<file path="config.mk">
export PLATFORM = sky130hd
export DESIGN_NAME = positional_list_engine_unit
export DESIGN_NICKNAME = d
export VERILOG_FILES = /design/src/hdl/ple_pkg.sv /design/src/hdl/positional_list_engine_unit.sv /design/src/hdl/ple_ram.sv
export VERILOG_INCLUDE_DIRS = /design/src /design/src/hdl
export SDC_FILE = /design/constraint.sdc
export NUM_CORES = 2
export LEC_CHECK = 0
export ABC_CLOCK_PERIOD_IN_PS = 5100
export BUFFER_PORTS_ARGS = -buffer_cell sky130_fd_sc_hd__buf_2
export CORE_MARGIN = 3
export CORE_UTILIZATION = 63
export CTS_CLUSTER_DIAMETER = 120
export DETAILED_ROUTE_END_ITERATION = 6
export PLACE_DENSITY = 0.9
export RECOVER_POWER = 25
export SLEW_MARGIN = 20
export SYNTH_ARGS = -nofsm -noshare
export SYNTH_HDL_FRONTEND = slang
export SYNTH_SLANG_ARGS = --single-unit
</file>
<file path="constraint.sdc">
create_clock -name clk -period 5.1 [get_ports clk]
set_input_delay 1.53 -clock clk [delete_from_list [all_inputs] [get_ports clk]]
set_output_delay 1.53 -clock clk [all_outputs]
set_load 0.01 [all_outputs]
</file>
<file path="src/hdl/positional_list_engine_unit_assert.svh">
// Assertion macros for the positional list engine.
// Used by the top level; relies on clk and rst_n being in scope.
`ifndef POSITIONAL_LIST_ENGINE_UNIT_ASSERT_SVH
`define POSITIONAL_LIST_ENGINE_UNIT_ASSERT_SVH

// Check a condition at every clock edge outside reset.
`define PLE_ASSERT_ALWAYS(label, cond, msg) \
  label: assert property (@(posedge clk) disable iff (!rst_n) (cond)) else $error(msg);

// Check a consequence in the same cycle as its cause.
`define PLE_ASSERT_IMPL(label, ante, cons, msg) \
  label: assert property (@(posedge clk) disable iff (!rst_n) (ante) |-> (cons)) \
    else $error(msg);

// Check a consequence in the cycle after its cause.
`define PLE_ASSERT_NEXT(label, ante, cons, msg) \
  label: assert property (@(posedge clk) disable iff (!rst_n) (ante) |=> (cons)) \
    else $error(msg);

`endif

</file>
<file path="src/hdl/ple_pkg.sv">
// Shared constants and codes for the positional list engine.
// No dependencies; used by the RAM and the top level.
package ple_pkg;

  localparam int CAPACITY_DEF = 64;
  localparam int DATA_W       = 32;
  localparam int POS_W        = 7;

  typedef enum logic [1:0] {
    CMD_INSERT = 2'd0,
    CMD_DELETE = 2'd1,
    CMD_GET    = 2'd2,
    CMD_SEARCH = 2'd3
  } cmd_t;

  typedef enum logic [1:0] {
    ST_OK      = 2'd0,
    ST_MISSING = 2'd1,
    ST_FULL    = 2'd2
  } status_t;

endpackage

</file>
<file path="src/hdl/positional_list_engine_unit.sv">
// Top level of the positional list engine: command sequencer around one RAM.
// Depends on ple_pkg, ple_ram and positional_list_engine_unit_assert.svh.
//
// Usage: drive in_cmd, in_position and in_item_value with start high; the
// command is taken at a rising edge where start is high and busy is low.
// Every command gives exactly one result, shown for one cycle with out_valid
// high. The receiver cannot hold results off; it must take each transfer.
// The list lives in one RAM of CAPACITY words (one read, one write a cycle,
// registered read). Insert and delete move the tail one entry a cycle
// through that RAM; search scans one entry a cycle from the head.
// A full insert, an out-of-range delete or get, a search of an empty list
// and a delete of the last entry are answered from idle; busy stays low.
// Other commands go through S_RUN, which issues the reads, then S_DRAIN,
// which uses the last read data; an insert then writes its value in S_FIN.
// An insert at the end goes straight to S_FIN; a search hit ends the scan.
// Reset (rst_n low, synchronous) empties the list; stored words are not
// cleared since no entry at or above the count is ever read.
`include "positional_list_engine_unit_assert.svh"

module positional_list_engine_unit #(
  parameter int CAPACITY = ple_pkg::CAPACITY_DEF
) (
  input  logic                                clk,
  input  logic                                rst_n,
  input  logic                                start,
  output logic                                busy,
  input  logic [1:0]                          in_cmd,
  input  logic [ple_pkg::POS_W-1:0]           in_position,
  input  logic signed [ple_pkg::DATA_W-1:0]   in_item_value,
  output logic                                out_valid,
  output logic [1:0]                          out_status,
  output logic signed [ple_pkg::DATA_W-1:0]   out_read_value,
  output logic [ple_pkg::POS_W-1:0]           out_found_position,
  output logic [ple_pkg::POS_W-1:0]           out_entry_count
);
  import ple_pkg::*;

  localparam int AW    = $clog2(CAPACITY);
  localparam int CW    = $clog2(CAPACITY + 1);
  localparam int CMP_W = (CW > POS_W) ? CW : POS_W;

  typedef enum logic [3:0] {
    S_IDLE  = 4'b0001,
    S_RUN   = 4'b0010,
    S_DRAIN = 4'b0100,
    S_FIN   = 4'b1000
  } state_t;

  state_t                    state_r, state_nxt;
  cmd_t                      cmd_r, cmd_nxt;
  logic signed [DATA_W-1:0]  val_r, val_nxt;
  logic [AW-1:0]             idx_r, idx_nxt;
  logic [AW-1:0]             lim_r, lim_nxt;
  logic [AW-1:0]             rd_idx_r;
  logic                      rd_vld_r;
  logic [CW-1:0]             count_r, count_nxt;

  logic                      ov_r, ov_nxt;
  status_t                   ost_r, ost_nxt;
  logic signed [DATA_W-1:0]  ord_r, ord_nxt;
  logic [POS_W-1:0]          ofp_r, ofp_nxt;
  logic [POS_W-1:0]          oec_r;

  logic                      ram_wr_en;
  logic [AW-1:0]             ram_wr_addr;
  logic [DATA_W-1:0]         ram_wr_data;
  logic                      ram_rd_en;
  logic [AW-1:0]             ram_rd_addr;
  logic [DATA_W-1:0]         ram_rd_data;

  logic                      accept;
  logic                      proc;
  logic                      hit;
  logic [CMP_W-1:0]          pos_ext, cnt_ext, ins_p, hit_pos, fin_pos, cnt_nxt_ext;
  logic                      pos_ok, full;

  ple_ram #(
    .DATA_W (DATA_W),
    .DEPTH  (CAPACITY)
  ) u_ram (
    .clk     (clk),
    .wr_en   (ram_wr_en),
    .wr_addr (ram_wr_addr),
    .wr_data (ram_wr_data),
    .rd_en   (ram_rd_en),
    .rd_addr (ram_rd_addr),
    .rd_data (ram_rd_data)
  );

  assign busy   = (state_r != S_IDLE);
  assign accept = start && !busy;

  // decode the incoming position against the current count
  always_comb begin
    pos_ext = CMP_W'(in_position);
    cnt_ext = CMP_W'(count_r);
    pos_ok  = (pos_ext != '0) && (pos_ext <= cnt_ext);
    full    = (cnt_ext >= CMP_W'(CAPACITY));
    if (pos_ext == '0) begin
      ins_p = CMP_W'(1);
    end else if (pos_ext > cnt_ext) begin
      ins_p = cnt_ext + CMP_W'(1);
    end else begin
      ins_p = pos_ext;
    end
    hit_pos = CMP_W'(rd_idx_r) + CMP_W'(1);
    fin_pos = CMP_W'(lim_r) + CMP_W'(1);
  end

  // read data from last cycle is live in the scan and drain states
  assign proc = rd_vld_r && ((state_r == S_RUN) || (state_r == S_DRAIN));
  assign hit  = proc && (cmd_r == CMD_SEARCH) && (ram_rd_data == $unsigned(val_r));

  // sequence the command: issue reads, write back shifted words, respond
  always_comb begin
    state_nxt   = state_r;
    cmd_nxt     = cmd_r;
    val_nxt     = val_r;
    idx_nxt     = idx_r;
    lim_nxt     = lim_r;
    count_nxt   = count_r;
    ov_nxt      = 1'b0;
    ost_nxt     = ST_OK;
    ord_nxt     = '0;
    ofp_nxt     = '0;
    ram_rd_en   = 1'b0;
    ram_rd_addr = idx_r;
    ram_wr_en   = 1'b0;
    ram_wr_addr = rd_idx_r;
    ram_wr_data = ram_rd_data;

    // move each word read last cycle one slot up or down
    if (proc && (cmd_r == CMD_INSERT)) begin
      ram_wr_en   = 1'b1;
      ram_wr_addr = rd_idx_r + AW'(1);
    end else if (proc && (cmd_r == CMD_DELETE)) begin
      ram_wr_en   = 1'b1;
      ram_wr_addr = rd_idx_r - AW'(1);
    end

    case (state_r)
      S_IDLE: begin
        if (accept) begin
          cmd_nxt = cmd_t'(in_cmd);
          val_nxt = in_item_value;
          case (cmd_t'(in_cmd))
            CMD_INSERT: begin
              if (full) begin
                ov_nxt  = 1'b1;
                ost_nxt = ST_FULL;
              end else begin
                lim_nxt = AW'(ins_p - CMP_W'(1));
                if (ins_p <= cnt_ext) begin
                  idx_nxt   = AW'(cnt_ext - CMP_W'(1));
                  state_nxt = S_RUN;
                end else begin
                  state_nxt = S_FIN;
                end
              end
            end
            CMD_DELETE: begin
              if (!pos_ok) begin
                ov_nxt  = 1'b1;
                ost_nxt = ST_MISSING;
              end else if (pos_ext == cnt_ext) begin
                count_nxt = count_r - CW'(1);
                ov_nxt    = 1'b1;
              end else begin
                idx_nxt   = AW'(pos_ext);
                lim_nxt   = AW'(cnt_ext - CMP_W'(1));
                state_nxt = S_RUN;
              end
            end
            CMD_GET: begin
              if (!pos_ok) begin
                ov_nxt  = 1'b1;
                ost_nxt = ST_MISSING;
              end else begin
                idx_nxt   = AW'(pos_ext - CMP_W'(1));
                lim_nxt   = AW'(pos_ext - CMP_W'(1));
                state_nxt = S_RUN;
              end
            end
            CMD_SEARCH: begin
              if (count_r == '0) begin
                ov_nxt  = 1'b1;
                ost_nxt = ST_MISSING;
              end else begin
                idx_nxt   = '0;
                lim_nxt   = AW'(cnt_ext - CMP_W'(1));
                state_nxt = S_RUN;
              end
            end
            default: begin
              state_nxt = S_IDLE;
            end
          endcase
        end
      end

      S_RUN: begin
        ram_rd_en = 1'b1;
        if (hit) begin
          // stop the scan at the first match
          ov_nxt    = 1'b1;
          ofp_nxt   = hit_pos[POS_W-1:0];
          state_nxt = S_IDLE;
        end else if (idx_r == lim_r) begin
          state_nxt = S_DRAIN;
        end else if (cmd_r == CMD_INSERT) begin
          idx_nxt = idx_r - AW'(1);
        end else begin
          idx_nxt = idx_r + AW'(1);
        end
      end

      S_DRAIN: begin
        case (cmd_r)
          CMD_INSERT: begin
            state_nxt = S_FIN;
          end
          CMD_DELETE: begin
            count_nxt = count_r - CW'(1);
            ov_nxt    = 1'b1;
            state_nxt = S_IDLE;
          end
          CMD_GET: begin
            ov_nxt    = 1'b1;
            ord_nxt   = $signed(ram_rd_data);
            state_nxt = S_IDLE;
          end
          default: begin
            ov_nxt    = 1'b1;
            state_nxt = S_IDLE;
            if (hit) begin
              ofp_nxt = hit_pos[POS_W-1:0];
            end else begin
              ost_nxt = ST_MISSING;
            end
          end
        endcase
      end

      S_FIN: begin
        // drop the new value into the opened slot
        ram_wr_en   = 1'b1;
        ram_wr_addr = lim_r;
        ram_wr_data = $unsigned(val_r);
        count_nxt   = count_r + CW'(1);
        ov_nxt      = 1'b1;
        ofp_nxt     = fin_pos[POS_W-1:0];
        state_nxt   = S_IDLE;
      end

      default: begin
        state_nxt = S_IDLE;
      end
    endcase

    cnt_nxt_ext = CMP_W'(count_nxt);
  end

  // control registers
  always_ff @(posedge clk) begin
    if (!rst_n) begin
      state_r  <= S_IDLE;
      count_r  <= '0;
      rd_vld_r <= 1'b0;
      ov_r     <= 1'b0;
    end else begin
      state_r  <= state_nxt;
      count_r  <= count_nxt;
      rd_vld_r <= ram_rd_en;
      ov_r     <= ov_nxt;
    end
  end

  // command context and result payload
  always_ff @(posedge clk) begin
    cmd_r    <= cmd_nxt;
    val_r    <= val_nxt;
    idx_r    <= idx_nxt;
    lim_r    <= lim_nxt;
    rd_idx_r <= ram_rd_addr;
    ost_r    <= ost_nxt;
    ord_r    <= ord_nxt;
    ofp_r    <= ofp_nxt;
    oec_r    <= cnt_nxt_ext[POS_W-1:0];
  end

  assign out_valid          = ov_r;
  assign out_status         = ost_r;
  assign out_read_value     = ord_r;
  assign out_found_position = ofp_r;
  assign out_entry_count    = oec_r;

  // checks
  `PLE_ASSERT_ALWAYS(a_count_bound, count_r <= CW'(CAPACITY), "list count above capacity")
  `PLE_ASSERT_NEXT(a_accept_progress, accept, out_valid || busy, "accepted command dropped")
  `PLE_ASSERT_IMPL(a_result_idle, out_valid, !busy, "result shown while sequencer busy")
  `PLE_ASSERT_IMPL(a_write_busy, ram_wr_en, busy, "RAM written while idle")

endmodule

</file>
<file path="src/hdl/ple_ram.sv">
// Generic single-write, single-read RAM with a registered read port.
// Defaults come from ple_pkg.
module ple_ram #(
  parameter int DATA_W = ple_pkg::DATA_W,
  parameter int DEPTH  = ple_pkg::CAPACITY_DEF,
  localparam int ADDR_W = $clog2(DEPTH)
) (
  input  logic              clk,
  input  logic              wr_en,
  input  logic [ADDR_W-1:0] wr_addr,
  input  logic [DATA_W-1:0] wr_data,
  input  logic              rd_en,
  input  logic [ADDR_W-1:0] rd_addr,
  output logic [DATA_W-1:0] rd_data
);
  import ple_pkg::*;

  logic [DATA_W-1:0] mem [DEPTH];

  // write port
  always_ff @(posedge clk) begin
    if (wr_en) begin
      mem[wr_addr] <= wr_data;
    end
  end

  // registered read port
  always_ff @(posedge clk) begin
    if (rd_en) begin
      rd_data <= mem[rd_addr];
    end
  end

endmodule
</file>
==> key figures <==
Timing
  – Transition time of the tightest slew-check pin: 3060 ps
  – Endpoints failing hold: 0
  – Worst rel slew slack: -105%
  – Clk_skew: 35.7 ps
  – Endpoints failing setup: 0
  – RSZ-0062 raised after global routing: false
  – Fin Hold WS: 571 ps
  – Final Cycle Share: 98.5%
  – Final min period: 5020 ps
  – Max Freq: 199 MHz
  – Final TNS setup: 0 ps
  – Post-route setup slack: 76.0 ps
  – Final Max Tran Viols: 812

Critical path
  – Critical R2R Capture: u_ram.mem[15][3]
  – Reg2reg path depth: 7
  – Slowest CP cell: nor2_4
  – Critical R2R Launch: state_r[1]
  – WP data arrival: 5570 ps
  – Worst Path Required: 5650 ps
  – Worst setup SP type: flip-flop
  – Reg-to-reg slack, setup: 80 ps
  – Crit path cell chain: xor2_1, nand4b_1, xnor2_1, a21oi_1, nand3_1, nor2_4, buf_12
  – Worst Setup End Kind: flip-flop
  – Type of the worst setup path: flip-flop to flip-flop
  – Worst-path maximum fanout: 17
  – Critical Path Max Stage Delay: 1010 ps

Pwr
  – Net Sw Power: 10.8 mW
  – Clk network pwr share: 36.9%
  – PwrDens: 437 nW/µm²
  – Combinational power share: 15.0%
  – Switch share: 25.8%
  – Part of the power in registers: 48.1%
  – Total internal power: 31.1 mW
  – Pleak: 30.0 nW
  – Max VDD drop: 0.379 mV

Routing
  – Total Routed Length: 259000 µm
  – Via/cell ratio: 7.75
  – DRT iter0 DRCs: 9043
  – Via count: 46.3k
  – DR DRC count: 5
  – WL per Instance: 43.3 µm
  – Initial DRT Pass Iterations: 7
  – DRT antenna net count: 0

Worst hold path
  – Hold Path Class: flip-flop to flip-flop
  – Hold Path End: out_read_value[21]
  – Worst hold start: u_ram.rd_data[21]
  – Hold Crit Depth: 1

Yosys
  – Most used DFF post-synth: edfxtp_1
  – Synth warnings: 0
  – Syn_nets: 3809
  – Syn_area_per_cell: 22.8 µm²
  – Synth area leaders: edfxtp_1 75%, mux4_2 17%, dfxtp_1 1.6%
  – Count of different cell masters after synthesis: 64
  – Sequential fraction of the synthesis area: 76.7%
  – Synth top area share: 75.1%
  – Ys async rst share: 0%
  – Mapped Cells: 3734
  – Number of synthesized flops with an enable pin: 2126
  – Leading area contributor after synthesis: edfxtp_1
  – Cell Area, Synth: 85000 µm²
  – Total of flip-flops plus latches after synthesis: 2193

GRT
  – Vias in the first global route: 45.6k
  – Largest net degree at the start of global routing: 74
  – Initial antenna violation count: 33
  – First-pass GRT wire length: 365000 µm
  – Grt total ovfl: 0
  – Total GRT Usage: 37.8%

Cells and area
  – Area of the multi-input gates: 19400 µm²
  – Non-Filler Instances: 5971
  – Layout overhead on the synthesized area: 12.7%
  – FILL cells: 6742
  – Fraction of final layout cells sized beyond drive strength 1: 29.6%
  – Most frequent cells in the layout: 2126 x edfxtp_1, 656 x mux4_2, 205 x clkbuf_16
  – Final nets: 4096
  – Commonest non-fill, non-tap cell in the layout: edfxtp_1
  – Seq. cell area: 65200 µm²

Flow run
  – Max Cap Viol: 16

Placed design
  – Gpl congestion: 0.907
  – Port-buffer cells: 93
  – Dpl cells: 5584
  – Setup WS pre-CTS: 263 ps
  – Dpl hpwl: 141000 µm

Clock network
  – Cts hold-fix bufs: 0
  – Post-CTS sizing: 0
  – CTS Sinks: 2193
  – CTS root buffer: clkbuf_16
  – Clock Path Buffers: 3
  – Latest clock arrival within the worst-skew pair: 850 ps
  – CTS tree: built
  – Cts bufs inserted: 201
  – CTS HTree Levels: 4
  – Post-CTS Setup Repair Bufs: 0
  – Clock transition at the registers of the reported paths: 70 ps

Floorplan
  – # IOs: 94
  – Die Ht: 373 µm
  – Initial core utilization: 63.5%
  – Die area: 139000 µm²
  – Die Span X: 373 µm
  – Site Rows: 134
  – Core area: 134000 µm²

Run status
  – Run status: complete, but fails checks
  – Violated checks: DRC, capacitance limit, slew limit
## metal layers
metal	vias to the layer above	part of all wire [%]	GRT usage, %
li1	16300	-	-
met1	23500	32	49.4
met2	5268	47	58.2
met3	1154	15	12.3
met4	26	6.7	18.9
met5	-	0.068	0.0343
## cell families after synthesis
| kind of cell | count (synthesis) | share of synthesized area (%) |
|---|---|---|
| DFF | 2193 | 76.7 |
| muxes | 690 | 17.8 |
| and+or+nand+nor | 388 | 2.11 |
| buffers and inverters | 220 | 1.10 |
| AOI/OAI and AO/OA | 134 | 1.03 |
| xor gates and xnor gates | 78 | 0.804 |
| adders and majority gates | 31 | 0.465 |
## flip-flops by register name, indices dropped and copies added (netlist names)
name	count
val_r	32
u_ram.rd_data	32
lim_r	6
out_entry_count	7
cmd_r	2
rd_vld_r	1
out_status	2
state_r	4
idx_r	6
out_valid	1
u_ram.mem	2048
rd_idx_r	6
cnt_ext	7
out_found_position	7
out_read_value	32
## layout make-up
type	instances	share of cell area, %
sequential	2193	68.1
multi-input combinational	1321	20.2
clock buffer	273	5.72
timing repair buffer	273	2.43
tap	1768	2.31
clock inverter	100	1.10
inverter	31	0.121
antenna	12	0.0314
## critical path: cells and delay by family, from the launching register on
family | cells | cell delay, ps
buf+inv | 1 | 270
xor+xnor | 2 | 620
simple gates | 3 | 2610
compound gates | 1 | 650
flops | 1 | 520
## Yosys cell counts (4+ instances only)
master and number:
nor4_1 10, o22ai_1 12, buf_1 18, and2_1 42, nand2b_1 7, edfxtp_1 2126, nor2_1 95, mux4_2 656
mux2i_1 17, nand3_1 31, xnor2_1 30, o211ai_1 6, buf_6 4, o21ai_1 18, a21o_1 7, nand4_1 5
a221o_1 5, and3_1 4, a31oi_1 6, nor3_1 15, clkbuf_1 109, mux2_2 17, inv_1 29, or3_1 4
nand2_1 153, buf_2 55, nor2b_1 5, dfxtp_1 67, ha_1 30, xor2_1 48, a21oi_1 28, o21a_1 10
o21ai_0 13
## through the flow
| stage | area, µm² | util [%] | power (mW) |
|---|---|---|---|
| global route | 95800 | 71.6 | 42.6 |
| finish | 95800 | 71.6 | 41.9 |
| detailed placement | 89400 | 66.8 | 26.4 |
| floorplan | 85000 | - | 24.3 |
| global placement | 89400 | 66.8 | 26.1 |
| CTS | 95900 | 71.7 | 41.7 |
## power by group through the flow
stage / sequential (mW) / combinational, mW / clock, mW
after detailed placement: 20.5 / 5.90 / 0
after CTS: 20.1 / 6.15 / 15.4
after floorplan: 20.4 / 3.88 / 0
after global placement: 20.5 / 5.59 / 0
after global routing: 20.1 / 6.45 / 16.1
final: 20.1 / 6.30 / 15.4
## worst max-delay path by stage
stage                         startpoint                end  slack (ps)  cells after the start
after floorplan           in_position[6]           idx_r[0]         350                     13
after global placement    in_position[0]           idx_r[1]         270                     15
after detailed placement  in_position[0]           idx_r[3]         260                     15
after CTS                     state_r[1]  u_ram.mem[15][23]         330                      7
after global routing          state_r[1]  u_ram.mem[58][28]          70                      8
final                         state_r[1]   u_ram.mem[15][3]          80                      7
No activity file was read; power rests on OpenSTA's default activity.
